`src/rtl/core/cmcl_pkg.sv`:
```
// Shared types and constants for the contrastive loss core.
// Used by cmcl_itu and cross_modal_contrastive_loss_core; no dependencies.
package cmcl_pkg;

  typedef struct packed {
    logic [2:0]         req_type;
    logic [5:0]         row;
    logic [6:0]         col;
    logic signed [15:0] value;
  } req_t;

  typedef struct packed {
    logic               is_loss;
    logic [47:0]        loss_value;
    logic signed [31:0] gradient_value;
  } res_t;

  typedef enum logic [2:0] {
    REQ_LOAD_IMG = 3'd0,
    REQ_LOAD_TXT = 3'd1,
    REQ_LOAD_LBL = 3'd2,
    REQ_FORWARD  = 3'd3,
    REQ_BACKWARD = 3'd4,
    REQ_READ_IMG = 3'd5,
    REQ_READ_TXT = 3'd6,
    REQ_NONE     = 3'd7
  } req_code_t;

  localparam logic [1:0] CFG_MARGIN   = 2'd0;
  localparam logic [1:0] CFG_BATCH    = 2'd1;
  localparam logic [1:0] CFG_DIM      = 2'd2;
  localparam logic [1:0] CFG_TEXT_EN  = 2'd3;

  localparam logic [32:0] EPS_Q24     = 33'd1678;

  typedef enum logic {
    ITU_DIV  = 1'b0,
    ITU_SQRT = 1'b1
  } itu_op_t;

  localparam logic [5:0] ITU_DIV_LAST  = 6'd63;
  localparam logic [5:0] ITU_SQRT_LAST = 6'd31;

  typedef enum logic [4:0] {
    ST_CLR, ST_IDLE, ST_LI, ST_LJ, ST_SIM,
    ST_FRD, ST_FMUL, ST_FADD, ST_FST,
    ST_SQW, ST_GAP, ST_FGSQ, ST_FGADD,
    ST_BDEN, ST_BDEN2, ST_BRD, ST_BD, ST_BM, ST_BDIV, ST_BDW, ST_BACC,
    ST_NEXT, ST_LDW
  } state_t;

  function automatic logic [31:0] sat32(input logic signed [65:0] v);
    if (v > 66'sd2147483647) return 32'h7fff_ffff;
    if (v < -66'sd2147483648) return 32'h8000_0000;
    return v[31:0];
  endfunction

endpackage

```
`src/rtl/core/cmcl_itu.sv`:
```
// Shared iterative unit: 64/64 restoring divide or 64-bit integer square root.
// One compare/subtract per cycle. Depends on cmcl_pkg.
module cmcl_itu (
  input  logic              clk,
  input  logic              rst,
  input  logic              go,
  input  cmcl_pkg::itu_op_t op,
  input  logic [63:0]       a,
  input  logic [63:0]       b,
  output logic              done,
  output logic [63:0]       y
);
  import cmcl_pkg::*;

  logic        run;
  logic [5:0]  cnt;
  itu_op_t     op_r;
  logic [63:0] x, r, bitm, den;
  logic [64:0] rem, remsh, lhs, rhs;
  logic [65:0] diff;
  logic        ge;

  always_comb begin
    remsh = {rem[63:0], x[63]};
    if (op_r == ITU_SQRT) begin
      lhs = {1'b0, x};
      rhs = {1'b0, r} + {1'b0, bitm};
    end else begin
      lhs = remsh;
      rhs = {1'b0, den};
    end
    diff = {1'b0, lhs} - {1'b0, rhs};
    ge   = ~diff[65];
  end

  always_ff @(posedge clk) begin
    if (rst) begin
      run  <= 1'b0;
      done <= 1'b0;
    end else begin
      done <= 1'b0;
      if (go) begin
        run  <= 1'b1;
        op_r <= op;
        x    <= a;
        den  <= b;
        rem  <= '0;
        r    <= '0;
        bitm <= 64'h4000_0000_0000_0000;
        cnt  <= (op == ITU_SQRT) ? ITU_SQRT_LAST : ITU_DIV_LAST;
      end else if (run) begin
        if (op_r == ITU_SQRT) begin
          if (ge) begin
            x <= diff[63:0];
            r <= (r >> 1) + bitm;
          end else begin
            r <= r >> 1;
          end
          bitm <= bitm >> 2;
        end else begin
          x <= x << 1;
          if (ge) begin
            rem <= diff[64:0];
            r   <= {r[62:0], 1'b1};
          end else begin
            rem <= remsh;
            r   <= {r[62:0], 1'b0};
          end
        end
        if (cnt == '0) begin
          run  <= 1'b0;
          done <= 1'b1;
        end else begin
          cnt <= cnt - 6'd1;
        end
      end
    end
  end

  assign y = r;

endmodule

```
`config.mk`:
```
export PLATFORM = sky130hd
export DESIGN_NAME = cmcl_itu
export DESIGN_NICKNAME = d
export VERILOG_FILES = /design/src/rtl/core/cmcl_pkg.sv /design/src/rtl/core/cmcl_itu.sv
export SDC_FILE = /design/constraint.sdc
export NUM_CORES = 1
export LEC_CHECK = 0
export BUFFER_PORTS_ARGS = -buffer_cell sky130_fd_sc_hd__buf_2
export CORE_MARGIN = 4
export CORE_UTILIZATION = 50
export DETAILED_ROUTE_END_ITERATION = 8
export PLACE_DENSITY = 0.66
export SYNTH_ARGS = -nofsm -noshare
export SYNTH_HDL_FRONTEND = slang
export SYNTH_SLANG_ARGS = --single-unit
```
`constraint.sdc`:
```
create_clock -name clk -period 9 [get_ports clk]
set_input_delay 0.45 -clock clk [delete_from_list [all_inputs] [get_ports clk]]
set_output_delay 0.45 -clock clk [all_outputs]
set_load 0.05 [all_outputs]
```
* Word-level counts from Yosys, hierarchy flattened
Cells that the tools add are included.
** Word-level totals
- Input bits :: 132
- Register bits :: 329
- Output and inout port bits :: 65
- Word-level logic and storage cells :: 51
** Cells by class
- Equality and inequality tests :: 3
- Bitwise gates (word level) :: 2
- Add/subtract/negate cells :: 4
- Reductions and logical operators :: 10
- Muxes and demuxes :: 23
** Operators with widths (number)
- 2-to-1 mux 64 bit :: 12
- 2-to-1 mux 65 bit :: 2
- subtractor 65 x 65 -> 66 bit :: 1
- adder 64 x 64 -> 65 bit :: 1
- adder 63 x 64 -> 64 bit :: 1
- 2-to-1 mux 6 bit :: 4
- AND reduction 3 bit :: 4
- logical NOT 6 bit :: 1
- subtractor 6 x 1 -> 6 bit, second input constant :: 1
- 2-to-1 mux 1 bit :: 5
- != test 2 bit, second input constant :: 2
- AND reduction 2 bit :: 2
- nonzero test 2 bit :: 2
- != test 3 bit, second input constant :: 1
- OR reduction 3 bit :: 1
- NOT 1 bit :: 2

* Logic depth before layout (Yosys ltp)
- Depth after elaboration :: 7
- Depth in mapped cells :: 26
- Gate-level depth less buffers :: 23

* Worst setup path after synthesis
No wires, ideal clock.
- Path kind :: register to register
- From :: register r[8], in the netlist y[8]
- To :: register x[0] (enable)
- Clock period less this slack :: 8601 ps
- Stages on the path, launching flop included :: 25
- Slack :: 399 ps
- Required time :: 8493 ps
- Setup time :: 507 ps
- Data arrival time :: 8094 ps
- Buffers on the path :: 3
- Cells stage by stage :: edfxtp_1 ha_1 nand4_2 o311ai_2 nand4_1 nand3_1 a21oi_1 o41ai_1 a21oi_1 o21bai_1 nand3_1 a31o_2 ha_1 clkbuf_1 a21oi_1 nor2b_1 o21ai_0 nand2b_1 a211oi_1 a22oi_1 a31oi_2 a21o_4 buf_4 buf_2 a21oi_1
** Between the ends
- Word-level cells in the longest chain between the ends :: 5
** RTL lines
- start, declared :: RTL line cmcl_itu.sv:18 : logic [63:0] x, r, bitm, den;
- start signal, assigned :: RTL line cmcl_itu.sv:55 : r <= (r >> 1) + bitm;
- start signal, assigned :: RTL line cmcl_itu.sv:57 : r <= r >> 1;
- start signal, assigned :: RTL line cmcl_itu.sv:64 : r <= {r[62:0], 1'b1};
- adder 64 x 64 -> 65 bit :: RTL line cmcl_itu.sv:27 : rhs = {1'b0, r} + {1'b0, bitm};
- 2-to-1 mux 65 bit :: RTL line cmcl_itu.sv:25 : if (op_r == ITU_SQRT) begin
- subtractor 65 x 65 -> 66 bit :: RTL line cmcl_itu.sv:32 : diff = {1'b0, lhs} - {1'b0, rhs};
- != test 3 bit (no source line)
- AND reduction 3 bit (no source line)
- end signal, assigned :: RTL line cmcl_itu.sv:54 : x <= diff[63:0];
- end signal, assigned :: RTL line cmcl_itu.sv:61 : x <= x << 1;
- end, declared :: RTL line cmcl_itu.sv:18
Every way passes these cells.
A chain may end at the register's enable or synchronous reset.

* Worst setup path after layout
- From :: register r[16], in the netlist y[16]
- To :: register x[10] (enable)
Same word-level chain as after synthesis.

==> flow_metrics.py <==
metrics = {
    "grt": {
        "grt_pass1_wl_mm": 111.1,
        "overflow": 0,
        "antenna_found_initial": 0,
        "grt_max_degree": 154,
        "grt_usage_pct": 28.02,
        "grt_pass1_vias": 19196,
    },
    "synth": {
        "yosysMostFrequentCell": "nand2_1",
        "yosysTopAreaCell": "edfxtp_1",
        "synth_ff_type": "edfxtp_1",
        "synth_area_um2": 22900,
        "syn_avg_cell_area_um2": 9.289,
        "syn_nets": 2729,
        "synth_edf_count": 295,
        "seq_area_frac_synth_pct": 38.86,
        "synthTopCellsByArea": "edfxtp_1 (39%), ha_1 (7.2%), nand2_1 (5.1%), a21oi_1 (4.2%), mux2i_1 (3.5%)",
        "synthDistinctLibCells": 95,
        "synth_top_cell_area_share_pct": 38.69,
        "yosysWarnings": 0,
        "synth_cells": 2465,
        "ys_ff_latch": 297,
        "async_reset_ff_share_pct": 0,
        "yosys-top-cells-count": "nand2_1 (310), edfxtp_1 (295), a21oi_1 (192)",
    },
    "die": {
        "fp.dieW_um": 222,
        "ios": 197,
        "die_area_um2": 49280,
        "coreArea_um2": 45280,
        "rows": 78,
        "die_y_um": 222,
        "initial_utilization_pct": 50.57,
    },
    "timing": {
        "hold_viol": 0,
        "rsz0062_at_grt": "no",
        "final_max_slew_viol_count": 0,
        "tns_ns": 0,
        "fin_skew_ns": 0.02851,
        "fin_crit_ns": 7.062,
        "setup_viol": 0,
        "tightest_slew_ns": 0.9708,
        "holdWs_ns": 0.06100,
        "fin_crit_sh_pct": 78.46,
        "maxSlewHeadroom_pct": 35.28,
        "fmax_mhz": 141.6,
    },
    "setup_path": {
        "r2r_start": "y[16]$_SDFFCE_PP0P_",
        "reg2reg_to": "x[10]$_DFFE_PP_",
        "critPathKind": "flop to flop",
        "crit_arrival_ns": 7.23,
        "end_kind": "flop",
        "r2r_slack_ns": 1.94,
        "r2r.worst_path.cells": 21,
        "crit_fanout": 65,
        "start_kind": "flop",
        "crit_required_ns": 9.17,
    },
    "pwr": {
        "vdd_drop_max_mv": 0.1662,
        "p_per_area_nw_per_um2": 217.0,
        "finalPower_mw": 5.486,
        "p_leak_nw": 9.676,
    },
    "final_layout": {
        "n_antenna_cell": 0,
        "seq_area_um2": 8899,
        "design_area_um2": 25280,
        "fillers": 4067,
        "layout-drive-gt1-share_pct": 15.05,
        "post-route-util_pct": 55.82,
        "multi_input_area_um2": 13210,
        "area_delta_synth_final_pct": 10.40,
        "nets": 2822,
    },
    "worst_hold_path": {
        "holdPathEnd": "den[12]$_DFFE_PP_",
        "hp-class": "input port to flop",
        "hold_depth": 1,
        "hp-start": "b[12]",
    },
    "routing": {
        "via_per_inst": 6.367,
        "finalWirelength_mm": 72.11,
        "routedWlPerCell_um": 22.65,
        "drc": 0,
        "drtPass1Iterations": 7,
        "drt_first_iter_violations": 1994,
        "route.vias.total": 20271,
        "ant_nets": 0,
    },
    "placement": {
        "dp_hpwl_mm": 51.37,
        "portBuffers": 196,
        "gp_congestion": 0.9516,
        "placed_area_um2": 24170,
    },
    "clocking": {
        "tritoncts": "yes",
        "clk_transition_reported_paths_ns": 0.06,
        "cts_hold_buffers": 0,
        "clock_sink_count": 297,
        "cts_setup_buffers": 0,
        "post_cts_resized": 0,
        "tritoncts.num_buffers": 36,
        "cts-root-buf": "clkbuf_16",
        "insertion_delay_ns": 0.57,
        "clockBufferDepth": 3,
        "htreeDepth": 2,
    },
    "run": {
        "maxCapViolations": 0,
    },
    "run_status": {
        "status": "complete, no violations",
    },
}
## critical path, stage by stage, from the launching register on
cell,delay [ns]
edfxtp_1,0.56
ha_1,0.44
nand4_1,0.20
nor3_1,0.31
nand4_1,0.19
nand3_1,0.20
a21oi_1,0.15
o41ai_1,0.54
a21oi_1,0.19
nand2b_1,0.19
xnor2_1,0.42
mux2i_1,0.17
ha_1,0.43
nand4_1,0.19
nor3_1,0.31
nor2b_1,0.22
nor2_1,0.08
nand4b_2,0.13
a31oi_2,0.18
a21o_4,0.51
a21oi_4,0.23
buf_4,0.77
## worst max-delay path by stage
stage	startpoint	end	slack [ns]
final	y[16]$_SDFFCE_PP0P_	x[10]$_DFFE_PP_	1.94
after global routing	y[6]$_SDFFCE_PP0P_	y[20]$_SDFFCE_PP0P_	1.53
after CTS	y[8]$_SDFFCE_PP0P_	x[14]$_DFFE_PP_	2.00
after detailed placement	y[8]$_SDFFCE_PP0P_	x[45]$_DFFE_PP_	2.05
after global placement	y[8]$_SDFFCE_PP0P_	x[45]$_DFFE_PP_	2.10
after floorplan	y[8]$_SDFFCE_PP0P_	x[0]$_DFFE_PP_	0.40
## report_power, final
group	switching [mW]	internal [mW]	leakage (nW)
logic	1.41	0.778	6.29
clock network	0.613	0.815	0.538
registers	0.141	1.73	2.85
total	2.17	3.32	9.68
## layout make-up
type / instances / area share, %
repair buffers: 215 / 4.568
inverters: 42 / 0.6236
clock buffers: 47 / 3.811
clock inverters: 17 / 0.5791
multi-input cells: 1966 / 52.25
well taps: 600 / 2.970
flip-flops and latches: 297 / 35.20
## layer usage
| layer | part of all wire (%) | track usage [%] | routed length, um | vias up |
|---|---|---|---|---|
| met3 | 7.5 | 4.329 | 5405 | 110 |
| met4 | 2.7 | 8.263 | 1914 | 0 |
| met5 | 0 | 0 | 0 | - |
| met2 | 45 | 43.49 | 32130 | 840 |
| met1 | 45 | 40.77 | 32650 | 9781 |
| li1 | - | - | - | 9540 |
## stage by stage
step / setup slack, ns / instances
final: 1.938 / 3184
after global routing: 1.535 / 3184
after CTS: 1.997 / 3184
after detailed placement: 2.049 / 3120
after global placement: 2.098 / 3120
after floorplan: 0.3994 / 2465
## cells in the final DEF (no fill, tap or decap), drive strengths merged, types with 7 or more instances in the layout
master   count
nor3        45
clkinv      10
clkbuf      47
and3        34
o311ai      20
or4         27
and4         8
a21oi      193
mux2        66
nor2       146
a32oi       29
nand4       55
nand2b      24
a31oi       65
ha         131
buf        215
xor2        56
o21bai      29
nand3      106
a31o        15
o21a        16
o31ai       21
o211ai      20
xnor2       86
a211oi      15
inv         44
mux2i       81
edfxtp     295
nor2b       52
a311o       14
a2bb2oi      9
nand2      310
and2        12
nor4        11
a21o        33
a311oi       7
o21ai      160
## flip-flops by register name, summed over array words and instances (netlist names)
| signal | count |
|---|---|
| x | 64 |
| den | 64 |
| bitm | 32 |
| y | 64 |
| cnt | 6 |
| run | 1 |
| done | 1 |
| op_r | 1 |
| rem | 64 |
## cells by family (layout without fill, tap and decap cells)
kind of cell,count (synthesis),in the layout,share of synthesized area (%)
multiplexers,147,147,6.787
XOR/XNOR,142,142,5.431
flip-flops,297,297,38.86
AND/OR/NAND/NOR,849,849,18.01
AO/OA/AOI/OAI,696,696,19.98
buffers and inverters,202,321,3.688
adder cells (fa/ha/maj),132,132,7.246
No activity file was read; power rests on OpenSTA's default activity.
